===== src/hdl/mcstm_pkg.sv =====
// ---------------------------------------------------------------------------
// Multi-cell subframe tick master: shared types and constants
// Command and result beat layouts, operation codes and sequencer states.
// ---------------------------------------------------------------------------
`timescale 1ns / 1ps
`default_nettype none

package mcstm_pkg;

	localparam int CNT_W   = 32;
	localparam int TICK_W  = 14;
	localparam int OP_W    = 2;
	localparam int CELL_W  = 4;
	localparam int FRAME_W = 10;
	localparam int SUB_W   = 4;

	localparam logic [OP_W-1:0] OP_ACTIVATE   = 2'd0;
	localparam logic [OP_W-1:0] OP_DEACTIVATE = 2'd1;
	localparam logic [OP_W-1:0] OP_TICK       = 2'd2;

	typedef struct packed {
		logic [OP_W-1:0]    operation;
		logic [CELL_W-1:0]  cell_req;
		logic [FRAME_W-1:0] frame_number;
		logic [SUB_W-1:0]   subframe_number;
	} cmd_t;

	typedef struct packed {
		logic [TICK_W-1:0] tick_count;
		logic              is_master;
		logic [CNT_W-1:0]  cell_counter;
		logic              all_removed;
		logic              error;
	} result_t;

	typedef enum logic [2:0] {
		ST_IDLE,
		ST_FETCH,
		ST_EXEC,
		ST_WALK_RD,
		ST_WALK_CHK,
		ST_DIV,
		ST_FIN
	} state_t;

endpackage

`default_nettype wire


===== src/hdl/mcstm_ram.sv =====
// ---------------------------------------------------------------------------
// Generic single-port-write RAM
// One write port, one read port, read data registered.
// ---------------------------------------------------------------------------
`timescale 1ns / 1ps
`default_nettype none

module mcstm_ram #(
	parameter int WIDTH = 32,
	parameter int DEPTH = 16
) (
	input  wire logic                                       clk,
	input  wire logic                                       we,
	input  wire logic [((DEPTH > 1) ? $clog2(DEPTH) : 1)-1:0] waddr,
	input  wire logic [WIDTH-1:0]                           wdata,
	input  wire logic [((DEPTH > 1) ? $clog2(DEPTH) : 1)-1:0] raddr,
	output logic      [WIDTH-1:0]                           rdata
);

	logic [WIDTH-1:0] mem [DEPTH];
	logic [WIDTH-1:0] rdata_q;

	always_ff @(posedge clk) begin
		if (we) begin
			mem[waddr] <= wdata;
		end
		rdata_q <= mem[raddr];
	end

	assign rdata = rdata_q;

endmodule

`default_nettype wire


===== src/hdl/mcstm_mod.sv =====
// ---------------------------------------------------------------------------
// Remainder by a constant
// Reciprocal-multiply remainder of a 32-bit counter by the hyperframe
// length; done pulses when rem is final.
// ---------------------------------------------------------------------------
`timescale 1ns / 1ps
`default_nettype none

module mcstm_mod #(
	parameter int DIVISOR = 10240
) (
	input  wire logic                         clk,
	input  wire logic                         arst_n,
	input  wire logic                         start,
	input  wire logic [mcstm_pkg::CNT_W-1:0]  dividend,
	output logic                              done,
	output logic [$clog2(DIVISOR)-1:0]        rem
);

	localparam int NW    = mcstm_pkg::CNT_W;
	localparam int RW    = $clog2(DIVISOR);
	// scale keeps the reciprocal below 2^32 and the quotient estimate at most one low
	localparam int SHIFT = NW - 1 + RW;
	localparam logic [2*NW-1:0] RECIP_W = ((2*NW)'(1) << SHIFT) / (2*NW)'(DIVISOR);
	localparam logic [NW-1:0]   RECIP   = RECIP_W[NW-1:0];
	localparam logic [NW-1:0]   DIV_V   = NW'(DIVISOR);
	localparam logic [RW:0]     DIV_R   = (RW+1)'(DIVISOR);

	logic [NW-1:0]   dv_s1;
	logic [2*NW-1:0] prod_s1;
	logic            vld_s1;
	logic [RW:0]     part_s2;
	logic            vld_s2;
	logic [RW-1:0]   rem_q;
	logic            done_q;
	logic [NW-1:0]   quo_est;
	logic [NW-1:0]   quo_mul;
	logic [NW-1:0]   part_full;

	assign quo_est   = NW'(prod_s1 >> SHIFT);
	assign quo_mul   = quo_est * DIV_V;
	// below twice the divisor, so one conditional subtract finishes it
	assign part_full = dv_s1 - quo_mul;

	always_ff @(posedge clk or negedge arst_n) begin
		if (!arst_n) begin
			vld_s1 <= 1'b0;
			vld_s2 <= 1'b0;
			done_q <= 1'b0;
		end else begin
			vld_s1 <= start;
			vld_s2 <= vld_s1;
			done_q <= vld_s2;
		end
	end

	always_ff @(posedge clk) begin
		if (start) begin
			dv_s1   <= dividend;
			prod_s1 <= (2*NW)'(dividend) * (2*NW)'(RECIP);
		end
		if (vld_s1) begin
			part_s2 <= part_full[RW:0];
		end
		if (vld_s2) begin
			rem_q <= (part_s2 >= DIV_R) ? RW'(part_s2 - DIV_R) : part_s2[RW-1:0];
		end
	end

	assign done = done_q;
	assign rem  = rem_q;

endmodule

`default_nettype wire


===== src/hdl/multi_cell_subframe_tick_master.sv =====
// ---------------------------------------------------------------------------
// Multi-cell subframe tick master
//
//   channel | ports                 | handshake
//   --------+-----------------------+-------------------------------------
//   command | cmd (cmd_t)           | taken when start is high, busy low
//   result  | result (result_t)     | valid one cycle while done is high
//
// Errors and activation of the first cell finish in the execute state;
// a deactivation walks the active list from the head, one link RAM
// read per list step, until it reaches the cell; activation into a
// non-empty list and slot ticks wait on the reciprocal remainder units
// that find the hyperframe base of the cell and master counters.
// Reset clears the active marks, counter valid bits, list head and master
// counter; the RAMs need no clearing pass. The receiver cannot stall: a
// result is shown for one cycle and busy drops in that same cycle.
// ---------------------------------------------------------------------------
`timescale 1ns / 1ps
`default_nettype none

module multi_cell_subframe_tick_master #(
	parameter int MAX_CELLS           = 16,
	parameter int FRAMES_PER_HYPER    = 1024,
	parameter int SUBFRAMES_PER_FRAME = 10
) (
	input  wire logic               clk,
	input  wire logic               arst_n,
	input  wire logic               start,
	input  wire mcstm_pkg::cmd_t    cmd,
	output logic                    busy,
	output logic                    done,
	output mcstm_pkg::result_t      result
);

	localparam int CW        = (MAX_CELLS > 1) ? $clog2(MAX_CELLS) : 1;
	localparam int HYPER_INT = FRAMES_PER_HYPER * SUBFRAMES_PER_FRAME;
	localparam int RW        = $clog2(HYPER_INT);
	localparam int NW        = mcstm_pkg::CNT_W;
	localparam int TW        = mcstm_pkg::TICK_W;

	localparam logic [NW-1:0]        HYPER_LEN  = NW'(HYPER_INT);
	localparam logic [NW-1:0]        HALF_HYPER = NW'(HYPER_INT / 2);
	localparam logic [NW-1:0]        HYPER_M1   = HYPER_LEN - NW'(1);
	localparam logic [NW-1:0]        ALL_ONES   = '1;
	localparam logic signed [NW-1:0] NEG_HYPER  = $signed(NW'(0) - HYPER_LEN);
	localparam logic signed [NW-1:0] NEG_HALF   = $signed(NW'(0) - HALF_HYPER);
	localparam logic signed [NW-1:0] POS_HALF   = $signed(HALF_HYPER);
	localparam logic [CW:0]          LINK_EMPTY = {1'b1, {CW{1'b0}}};

	mcstm_pkg::state_t  state_q, state_d;
	mcstm_pkg::cmd_t    req_q, req_d;
	mcstm_pkg::result_t result_q, result_d;
	logic               done_q, done_d;

	logic [MAX_CELLS-1:0] act_q, act_d;
	logic [MAX_CELLS-1:0] cnt_vld_q, cnt_vld_d;
	logic                 head_vld_q, head_vld_d;
	logic [CW-1:0]        head_q, head_d;
	logic [CW-1:0]        tail_q, tail_d;
	logic [CW-1:0]        cur_q, cur_d;
	logic [CW-1:0]        prev_q, prev_d;
	logic                 prev_vld_q, prev_vld_d;
	logic [NW-1:0]        master_q, master_d;
	logic [NW-1:0]        cur_a_q, cur_a_d;
	logic [NW-1:0]        cur_b_q, cur_b_d;

	logic          cnt_we;
	logic [NW-1:0] cnt_wdata;
	logic [NW-1:0] cnt_rdata;
	logic          link_we;
	logic [CW-1:0] link_waddr;
	logic [CW:0]   link_wdata;
	logic [CW:0]   link_rdata;

	logic          mod_start;
	logic          done_a, done_b;
	logic [RW-1:0] rem_a, rem_b;

	logic [CW-1:0] idx;
	logic          bad;
	logic          head_hit;
	logic [NW-1:0] pos;
	logic [NW-1:0] cnt_rd;
	logic [NW-1:0] d_b;
	logic          act_wrap;
	logic [NW-1:0] act_newc;
	logic [NW-1:0] tick_newc;
	logic          resync;
	logic          behind;
	logic [NW-1:0] tick_master;
	logic [TW-1:0] tick_ticks;

	assign idx      = CW'(req_q.cell_req);
	assign bad      = (32'(req_q.cell_req) >= 32'(MAX_CELLS)) ||
	                  !(req_q.operation == mcstm_pkg::OP_ACTIVATE ||
	                    req_q.operation == mcstm_pkg::OP_DEACTIVATE ||
	                    req_q.operation == mcstm_pkg::OP_TICK);
	assign head_hit = head_vld_q && (head_q == idx);
	assign pos      = NW'(req_q.frame_number) * NW'(SUBFRAMES_PER_FRAME) +
	                  NW'(req_q.subframe_number);
	assign cnt_rd   = cnt_vld_q[idx] ? cnt_rdata : '0;

	// activation into a non-empty list: rebased slot minus one, plus a hyperframe on a wrap
	assign d_b      = cur_b_q - master_q;
	assign act_wrap = $signed(d_b) < NEG_HALF;
	assign act_newc = cur_b_q + (act_wrap ? HYPER_M1 : ALL_ONES);

	// slot tick: cell counter never runs backwards
	assign tick_newc = cur_a_q + ((cur_a_q < cnt_rd) ? HYPER_LEN : '0);

	// master tick: resync on a large jump, else wrap a small backward step
	assign resync      = ($signed(d_b) < NEG_HYPER) || ($signed(d_b) > POS_HALF);
	assign behind      = d_b[NW-1];
	assign tick_master = (!resync && behind) ? cur_b_q + HYPER_LEN : cur_b_q;
	assign tick_ticks  = resync ? TW'(1) :
	                     behind ? d_b[TW-1:0] + HYPER_LEN[TW-1:0] : d_b[TW-1:0];

	mcstm_ram #(
		.WIDTH (NW),
		.DEPTH (MAX_CELLS)
	) u_cnt_ram (
		.clk   (clk),
		.we    (cnt_we),
		.waddr (idx),
		.wdata (cnt_wdata),
		.raddr (idx),
		.rdata (cnt_rdata)
	);

	mcstm_ram #(
		.WIDTH (CW + 1),
		.DEPTH (MAX_CELLS)
	) u_link_ram (
		.clk   (clk),
		.we    (link_we),
		.waddr (link_waddr),
		.wdata (link_wdata),
		.raddr (cur_q),
		.rdata (link_rdata)
	);

	mcstm_mod #(
		.DIVISOR (HYPER_INT)
	) u_mod_cell (
		.clk      (clk),
		.arst_n   (arst_n),
		.start    (mod_start),
		.dividend (cnt_rd),
		.done     (done_a),
		.rem      (rem_a)
	);

	mcstm_mod #(
		.DIVISOR (HYPER_INT)
	) u_mod_master (
		.clk      (clk),
		.arst_n   (arst_n),
		.start    (mod_start),
		.dividend (master_q),
		.done     (done_b),
		.rem      (rem_b)
	);

	always_ff @(posedge clk or negedge arst_n) begin
		if (!arst_n) begin
			state_q    <= mcstm_pkg::ST_IDLE;
			done_q     <= 1'b0;
			act_q      <= '0;
			cnt_vld_q  <= '0;
			head_vld_q <= 1'b0;
			prev_vld_q <= 1'b0;
			master_q   <= '0;
		end else begin
			state_q    <= state_d;
			done_q     <= done_d;
			act_q      <= act_d;
			cnt_vld_q  <= cnt_vld_d;
			head_vld_q <= head_vld_d;
			prev_vld_q <= prev_vld_d;
			master_q   <= master_d;
		end
	end

	always_ff @(posedge clk) begin
		req_q    <= req_d;
		result_q <= result_d;
		head_q   <= head_d;
		tail_q   <= tail_d;
		cur_q    <= cur_d;
		prev_q   <= prev_d;
		cur_a_q  <= cur_a_d;
		cur_b_q  <= cur_b_d;
	end

	always_comb begin
		mcstm_pkg::result_t res;
		logic               finish;

		res        = '0;
		finish     = 1'b0;
		state_d    = state_q;
		req_d      = req_q;
		result_d   = result_q;
		done_d     = 1'b0;
		act_d      = act_q;
		cnt_vld_d  = cnt_vld_q;
		head_vld_d = head_vld_q;
		head_d     = head_q;
		tail_d     = tail_q;
		cur_d      = cur_q;
		prev_d     = prev_q;
		prev_vld_d = prev_vld_q;
		master_d   = master_q;
		cur_a_d    = cur_a_q;
		cur_b_d    = cur_b_q;
		cnt_we     = 1'b0;
		cnt_wdata  = tick_newc;
		link_we    = 1'b0;
		link_waddr = idx;
		link_wdata = LINK_EMPTY;
		mod_start  = 1'b0;

		unique case (state_q)
			mcstm_pkg::ST_IDLE: begin
				if (start) begin
					req_d   = cmd;
					state_d = mcstm_pkg::ST_FETCH;
				end
			end
			mcstm_pkg::ST_FETCH: begin
				state_d = mcstm_pkg::ST_EXEC;
			end
			mcstm_pkg::ST_EXEC: begin
				if (bad) begin
					res.error = 1'b1;
					finish    = 1'b1;
				end else begin
					case (req_q.operation)
						mcstm_pkg::OP_ACTIVATE: begin
							if (act_q[idx]) begin
								res.error        = 1'b1;
								res.is_master    = head_hit;
								res.cell_counter = cnt_rd;
								finish           = 1'b1;
							end else if (!head_vld_q) begin
								// first cell becomes master; its own counter stays
								act_d[idx]       = 1'b1;
								head_vld_d       = 1'b1;
								head_d           = idx;
								tail_d           = idx;
								master_d         = pos - NW'(1);
								link_we          = 1'b1;
								res.is_master    = 1'b1;
								res.cell_counter = cnt_rd;
								finish           = 1'b1;
							end else begin
								// hook the new cell behind the tail
								link_we    = 1'b1;
								link_waddr = tail_q;
								link_wdata = {1'b0, idx};
								mod_start  = 1'b1;
								state_d    = mcstm_pkg::ST_DIV;
							end
						end
						mcstm_pkg::OP_DEACTIVATE: begin
							if (!act_q[idx]) begin
								res.error        = 1'b1;
								res.is_master    = head_hit;
								res.cell_counter = cnt_rd;
								finish           = 1'b1;
							end else begin
								cur_d      = head_q;
								prev_vld_d = 1'b0;
								state_d    = mcstm_pkg::ST_WALK_RD;
							end
						end
						mcstm_pkg::OP_TICK: begin
							mod_start = 1'b1;
							state_d   = mcstm_pkg::ST_DIV;
						end
						default: begin
							res.error = 1'b1;
							finish    = 1'b1;
						end
					endcase
				end
			end
			mcstm_pkg::ST_WALK_RD: begin
				state_d = mcstm_pkg::ST_WALK_CHK;
			end
			mcstm_pkg::ST_WALK_CHK: begin
				if (cur_q == idx) begin
					// unlink: bypass the cell from its predecessor or the head
					act_d[idx] = 1'b0;
					if (!prev_vld_q) begin
						head_vld_d      = !link_rdata[CW];
						head_d          = link_rdata[CW-1:0];
						res.all_removed = link_rdata[CW];
					end else begin
						link_we    = 1'b1;
						link_waddr = prev_q;
						link_wdata = link_rdata;
						if (tail_q == idx) begin
							tail_d = prev_q;
						end
					end
					res.cell_counter = cnt_rd;
					finish           = 1'b1;
				end else begin
					prev_d     = cur_q;
					prev_vld_d = 1'b1;
					cur_d      = link_rdata[CW-1:0];
					state_d    = mcstm_pkg::ST_WALK_RD;
				end
			end
			mcstm_pkg::ST_DIV: begin
				// rebase both counters to the start of their hyperframe
				if (done_a && done_b) begin
					cur_a_d = cnt_rd - NW'(rem_a) + pos;
					cur_b_d = master_q - NW'(rem_b) + pos;
					state_d = mcstm_pkg::ST_FIN;
				end
			end
			mcstm_pkg::ST_FIN: begin
				case (req_q.operation)
					mcstm_pkg::OP_ACTIVATE: begin
						cnt_we           = 1'b1;
						cnt_wdata        = act_newc;
						cnt_vld_d[idx]   = 1'b1;
						act_d[idx]       = 1'b1;
						tail_d           = idx;
						link_we          = 1'b1;
						res.cell_counter = act_newc;
					end
					mcstm_pkg::OP_TICK: begin
						cnt_we         = 1'b1;
						cnt_wdata      = tick_newc;
						cnt_vld_d[idx] = 1'b1;
						if (head_hit) begin
							master_d       = tick_master;
							res.tick_count = tick_ticks;
						end
						res.is_master    = head_hit;
						res.cell_counter = tick_newc;
					end
					default: begin
						res.error = 1'b1;
					end
				endcase
				finish = 1'b1;
			end
			default: begin
				state_d = mcstm_pkg::ST_IDLE;
			end
		endcase

		if (finish) begin
			result_d = res;
			done_d   = 1'b1;
			state_d  = mcstm_pkg::ST_IDLE;
		end
	end

	assign busy   = (state_q != mcstm_pkg::ST_IDLE);
	assign done   = done_q;
	assign result = result_q;

endmodule

`default_nettype wire

===== config.mk =====
export PLATFORM = sky130hd
export DESIGN_NAME = multi_cell_subframe_tick_master
export DESIGN_NICKNAME = d
export VERILOG_FILES = /design/src/hdl/mcstm_pkg.sv /design/src/hdl/mcstm_ram.sv /design/src/hdl/mcstm_mod.sv /design/src/hdl/multi_cell_subframe_tick_master.sv
export SDC_FILE = /design/constraint.sdc
export NUM_CORES = 2
export LEC_CHECK = 0
export BUFFER_PORTS_ARGS = -buffer_cell sky130_fd_sc_hd__buf_4
export CORE_UTILIZATION = 51
export DETAILED_ROUTE_END_ITERATION = 8
export PLACE_DENSITY_LB_ADDON = 0.2
export SLEW_MARGIN = 40
export SYNTH_ARGS = -nofsm -noshare
export SYNTH_HDL_FRONTEND = slang
export SYNTH_SLANG_ARGS = --single-unit

===== constraint.sdc =====
create_clock -name clk -period 12.2 [get_ports clk]
set_input_delay 2.44 -clock clk [delete_from_list [all_inputs] [get_ports clk]]
set_output_delay 2.44 -clock clk [all_outputs]
set_load 0.02 [all_outputs]

; After elaboration in Yosys (flattened, before gate mapping)
; Memory sizes are Yosys's and may differ from the RTL's. A register that Yosys moved wholly into a read port is not among the register bits.
; Cells that the tools add are included.
[word_totals]
inputBits = 23
mem_count = 2
regBits = 434
ram_bits = 592
rom_bits = 0
latchBits = 0
word_cells = 262
out_inout_bits = 51
[op_classes]
n_eq_ne = 34
n_lt_le_gt_ge = 8
n_mux = 126
shift = 0
add_sub_neg = 15
div = 0
n_bitwise = 9
reduce_logical = 29
n_mul = 5
[memory_table]
columns = name, depth, width, read_ports, rd_ports_with_merged_regs, write_ports, line
row1 = u_cnt_ram.mem, 16, 32, 1, 1, 1, mcstm_ram.sv:20  ; logic [WIDTH-1:0] mem [DEPTH];
row2 = u_link_ram.mem, 16, 5, 1, 1, 1, mcstm_ram.sv:20
[ops]
columns = operator, count
row1 = $mux W32, 11
row2 = $mux W33, 5
row3 = $pmux W32 S2, 2
row4 = $mul A32 B30 Y62 const B, 2
row5 = $mux W16, 6
row6 = $pmux W32 S3, 1
row7 = $mux W4, 23
row8 = $mux W14, 5
row9 = $pmux W33 S2, 1
row10 = $add A32 B15 Y32, 2
row11 = $sub A32 B14 Y32, 2
row12 = $pmux W16 S3, 1
row13 = $mul A19 B3 Y4 const B, 2
row14 = $mux W1, 38
row15 = $add A32 B14 Y32, 1
row16 = $add A32 B14 Y32 const B, 1
row17 = $add A32 B32 Y32, 1
row18 = $gt A32 B14 Y1 const B, 1
row19 = $lt A32 B14 Y1 const B, 1
row20 = $lt A32 B15 Y1 const B, 1
row21 = $lt A32 B32 Y1, 1
row22 = $or A16 B16 Y16, 2
row23 = $sub A32 B32 Y32, 1
row24 = $ge A15 B14 Y1 const B, 2
row25 = other kinds (50), 113

; Logic depth before layout (Yosys ltp)
[logic_depth]
depth_word = 10
depth_mapped = 40
depth_no_buf = 35

; Hierarchy
; From an unflattened synthesis, not the netlist that was laid out.
[hier_totals]
hier_cells = 5768
area_unflattened_um2 = 70646.5
[by_module_without_submodules]
columns = mod, area_each_um2, cells_per_inst, seq_area_each_um2, instances
row1 = mcstm_ram at u_cnt_ram, 19835.3, 838, 16015.4, 1
row2 = multi_cell_subframe_tick_master, 18634.1, 2081, 6226.0, 1
row3 = mcstm_mod at u_mod_cell, 14490.1, 1334, 1516.5, 1
row4 = mcstm_mod at u_mod_master, 14473.9, 1360, 1516.5, 1
row5 = mcstm_ram at u_link_ram, 3213.1, 155, 2502.4, 1

; Least setup slack after synthesis
; No wires, ideal clock.
[synth_timing]
path_type = register to register
from = reg req_q (netlist bit idx[0])
to = reg u_mod_cell.prod_s1[48], data pin
stages_incl_launch_ff = 35
setup_time_ns = 0.258
required_time_ns = 11.942
synth_period_minus_slack_ns = 8.578
arrival_time_ns = 8.320
slack_ns = 3.622
path_buffers = 4
path_cell_list = edfxtp_1 buf_4 mux4_2 a22oi_1 nand2_1 clkbuf_1 clkbuf_1 clkbuf_1 nand2_1 inv_1 ha_1 inv_1 fa_1 fa_1 fa_1 inv_1 fa_1 fa_1 fa_1 inv_1 fa_1 inv_1 ha_1 a21o_1 a21o_1 a21oi_1 o21ai_0 nand2_1 nand3_1 nand3_1 o221ai_1 o21a_1 o21a_1 nor2_1 xnor2_1
[synth_between]
elab_chain_cells = 4
[synth_lines]
columns = element, line
row1 = "start, declared", multi_cell_subframe_tick_master.sv:51  ; mcstm_pkg::cmd_t req_q, req_d;
row2 = "start signal, assigned", multi_cell_subframe_tick_master.sv:185  ; req_q <= req_d;
row3 = $bmux W1 S4, multi_cell_subframe_tick_master.sv:101  ; assign cnt_rd = cnt_vld_q[idx] ? cnt_rdata : '0;
row4 = $mux W1 (implied by the code), multi_cell_subframe_tick_master.sv:101
row5 = $mux W32, multi_cell_subframe_tick_master.sv:101
row6 = via cnt_rd[14], multi_cell_subframe_tick_master.sv:83  ; logic [NW-1:0] cnt_rd;
row7 = $mul A32 B30 Y62, mcstm_mod.sv:60  ; prod_s1 <= (2*NW)'(dividend) * (2*NW)'(RECIP);
row8 = "end signal, assigned", mcstm_mod.sv:60
row9 = "end, declared", mcstm_mod.sv:30  ; logic [2*NW-1:0] prod_s1;
; The timed path passes the listed nets, and every way through them passes these cells. The select of a mux whose other input is x is not followed.
; A chain may end at the register's enable or synchronous reset.

; Worst setup path in the final report
[layout_timing]
from = reg req_q (netlist bit idx[2])
to = reg u_mod_cell.prod_s1[48], data pin
[layout_between]
elab_chain_cells = 4
[layout_lines]
columns = element, line
row1 = $bmux W1 S4, multi_cell_subframe_tick_master.sv:101
row2 = $mux W1 (implied by the code), multi_cell_subframe_tick_master.sv:101
row3 = $mux W32, multi_cell_subframe_tick_master.sv:101
row4 = $mul A32 B30 Y62, mcstm_mod.sv:60
; Every way passes these cells. The select of a mux whose other input is x is not followed.

==> impl_metrics.py <==
metrics = {
    "die": {
        "die_height_um": 371,
        "ios": 74,
        "initial_core_util_pct": 51.3,
        "rows": 135,
        "die_w_um": 371,
        "core_area_um2": 135000,
        "dieArea_um2": 138000,
    },
    "drt": {
        "first_pass_iters": 8,
        "dr_total_vias": 43300,
        "drt_wl_total_mm": 194,
        "via_per_inst": 5.76,
        "drc_errors": 0,
        "wl_per_cell_um": 25.8,
        "drt_iter0_markers": 4045,
        "antenna_left": 0,
    },
    "clocking": {
        "cts_tree": "built",
        "post_cts_resize_count": 0,
        "ctsHtreeMaxLevel": 3,
        "cts_hold_buf": 0,
        "cts_made_buffers": 99,
        "clkTransAtPathRegs_ps": 60,
        "cts_buffer_depth": 3,
        "cts_setup_buffers": 0,
        "clkLatencyLatePin_ps": 730,
        "clockRootBuffer": "clkbuf_16",
        "cts_sinks": 947,
    },
    "critical_path": {
        "start_kind": "flip-flop",
        "crit_top_cell": "fa_1",
        "crit_type": "reg -> reg",
        "worst_ep_required_time_ps": 12660,
        "end_kind": "flip-flop",
        "cp_slowest_cell": "nor2_1",
        "crit_arrival_ps": 10090,
        "cp_max_fo": 46,
        "critical_path.top_delay_family": "adder cells",
        "critPathBufInv": 3,
        "crit_path_max_incr_delay_ps": 770,
    },
    "hold_path": {
        "hold_class": "reg -> reg",
    },
    "run_status": {
        "status": "completed",
    },
    "synthesis": {
        "yosysSeqAreaShare_pct": 39.8,
        "synth-seq-cells": 947,
        "synth_area_um2": 69600,
        "synth_cell_types": 95,
        "synth-edff-count": 837,
        "syn_inst": 5534,
        "yosys_warnings": 0,
        "syn_area_per_cell_um2": 12.6,
        "ys_async_sr_fraction_pct": 7.71,
        "synth_top_flop_cell": "edfxtp_1",
    },
    "sta": {
        "rsz0062_at_grt": "false",
        "hold_viol": 0,
        "max-slew-margin-rel_pct": 40.4,
        "min_period_ps": 9640,
        "fin_crit_sh_pct": 79.0,
        "setup_tns_ps": 0,
        "timing.clock.skew_ps": 56.4,
        "max_freq_ghz": 0.104,
        "setup_ws_ps": 2560,
        "tightest_slew_ps": 885,
        "finalMaxSlewViolations": 0,
        "finalSetupViolCount": 0,
        "holdWs_ps": 416,
    },
    "global_routing": {
        "grt_overflow": 0,
        "grt_pass1_wl_mm": 292,
        "grt_pass1_vias": 44400,
        "grtUsageTotal_pct": 29.1,
        "antenna_found_initial": 8,
        "grt_max_degree": 65,
    },
    "cells_and_area": {
        "drive_gt1_share_pct": 10.8,
        "final_util_pct": 56.2,
        "area_delta_synth_final_pct": 9.46,
        "nets": 6989,
    },
    "flow_run": {
        "max_cap_violations": 0,
    },
    "placed_design": {
        "place_ws_ps": 2380,
        "dp.final_hpwl_mm": 151,
        "gp_congestion": 1.01,
        "port_buffers": 73,
    },
}
==> cell families (layout without fill, tap and decap cells) <==
| logic type | count (synthesis) | in the layout | synth area share [%] |
|---|---|---|---|
| and+or+nand+nor | 843 | 843 | 5.94 |
| DFF | 947 | 947 | 39.8 |
| adders and majority gates | 1313 | 1313 | 31.1 |
| muxes | 234 | 234 | 6.87 |
| other | 1 | 6 | 0.00539 |
| buffers and inverters | 1279 | 1486 | 6.94 |
| AOI/OAI and AO/OA | 635 | 635 | 5.82 |
| xor gates and xnor gates | 282 | 282 | 3.55 |
==> per-layer routing <==
layer,up-vias,GRT usage (%),share of wire [%]
li1,19100,-,-
met1,22300,42.7,44
met2,1713,44.9,46
met3,255,5.34,8.0
met4,0,6.78,2.5
met5,-,0,0
==> layout make-up <==
cell class	count	area [um2]
diodes	4	10.0
fillers	11200	59300
inverters	1146	4300
flip-flops and latches	947	27700
well taps	1781	2230
clock inverters	61	714
repair buffers	153	1200
clock buffers	126	2650
multi-input cells	3309	37300
==> Yosys cell counts (all sizes together) (41+ instances only) <==
library cell	number	area, um2
nand2	252	951
dfrtp	73	1830
mux4	194	4370
o21ai	118	591
xnor2	201	1760
xor2	81	709
nor3	63	337
a21oi	206	1040
clkbuf	99	374
edfxtp	837	25100
nor2	215	810
nand3	41	215
a21o	64	480
inv	1142	4290
fa	690	13800
ha	620	7760
==> stage by stage <==
| step | area (um2) | cells |
|---|---|---|
| global placement | 72600 | 7330 |
| finish | 76100 | 7527 |
| detailed placement | 72700 | 7336 |
| CTS | 76100 | 7523 |
| floorplan | 69600 | 5535 |
| global route | 76100 | 7523 |
==> worst register-to-register path, delay by kind of cell, from the launching register on <==
kind	cells	cell delay (ps)
AO/OA/AOI/OAI	6	1160
AND/OR/NAND/NOR	8	2600
adder cells (fa/ha/maj)	8	3960
XOR/XNOR	2	590
flip-flops	1	760
buffers and inverters	3	310
==> registers in the layout, summed over array words and instances (netlist names), 3 cells and up, named ones only <==
register / flops
u_mod_cell.part_s2: 15
u_link_ram.mem: 80
tail_q: 4
head_q: 4
u_mod_master.prod_s1: 4
cnt_vld_q: 16
idx: 4
cur_q: 4
result: 49
u_cnt_ram.rdata: 32
req_q: 16
u_mod_master.dv_s1: 15
cur_a_q: 32
state_q: 3
u_mod_cell.prod_s1: 4
u_mod_cell.rem: 14
u_mod_master.rem: 14
u_cnt_ram.mem: 512
u_link_ram.rdata: 5
cur_b_q: 32
prev_q: 4
u_mod_cell.dv_s1: 15
master_q: 32
u_mod_master.part_s2: 15
==> worst paths after layout <==
check                           cells after the start                          endpoint  slack (ps)                           from
worst max-delay path                               27  u_mod_cell.prod_s1[48]$_DFFE_PP_        2560               idx[2]$_DFFE_PP_
worst min-delay path                                0   u_mod_cell.part_s2[2]$_DFFE_PP_         420  u_mod_cell.dv_s1[2]$_DFFE_PP_
worst max register to register                     27  u_mod_cell.prod_s1[48]$_DFFE_PP_        2560               idx[2]$_DFFE_PP_
worst min register to register                      0   u_mod_cell.part_s2[2]$_DFFE_PP_         420  u_mod_cell.dv_s1[2]$_DFFE_PP_
max in group asynchronous                           2          cnt_vld_q[9]$_DFFE_PN0P_        9630                         arst_n
min in group asynchronous                           1           master_q[6]$_DFFE_PN0P_        1620                         arst_n
==> placed cells by master, fill, tap and decap left out, types with 20 or more instances in the layout <==
| master | synthesis | routed |
|---|---|---|
| a211oi_1 | 22 | 20 |
| a21o_1 | 64 | 64 |
| or2_2 | 32 | 32 |
| nand3_1 | 39 | 39 |
| o21a_1 | 20 | 20 |
| edfxtp_1 | 837 | 837 |
| dfrtp_1 | 73 | 72 |
| xor2_1 | 81 | 77 |
| o21ai_0 | 109 | 102 |
| and3_1 | 33 | 32 |
| a21oi_1 | 205 | 202 |
| mux4_2 | 194 | 194 |
| fa_1 | 690 | 690 |
| dfxtp_1 | 37 | 37 |
| a31oi_1 | 35 | 35 |
| nor2b_1 | 35 | 35 |
| nand2b_1 | 37 | 36 |
| nand2_1 | 250 | 247 |
| mux2i_1 | 33 | 29 |
| ha_1 | 620 | 620 |
| nor3_1 | 60 | 56 |
| a22oi_1 | 22 | 22 |
| nor2_1 | 214 | 200 |
| inv_1 | 1140 | 1140 |
| and2_1 | 19 | 20 |
| clkbuf_16 | 0 | 99 |
| buf_4 | 2 | 145 |
| clkbuf_1 | 97 | 20 |
| nand4_1 | 34 | 34 |
| clkinv_2 | 0 | 23 |
| or3_1 | 22 | 22 |
| xnor2_1 | 201 | 200 |
| o22ai_1 | 27 | 26 |
Power is not shown: default switching activity piles up to over one toggle a cycle in this logic, so the estimate is an artifact.
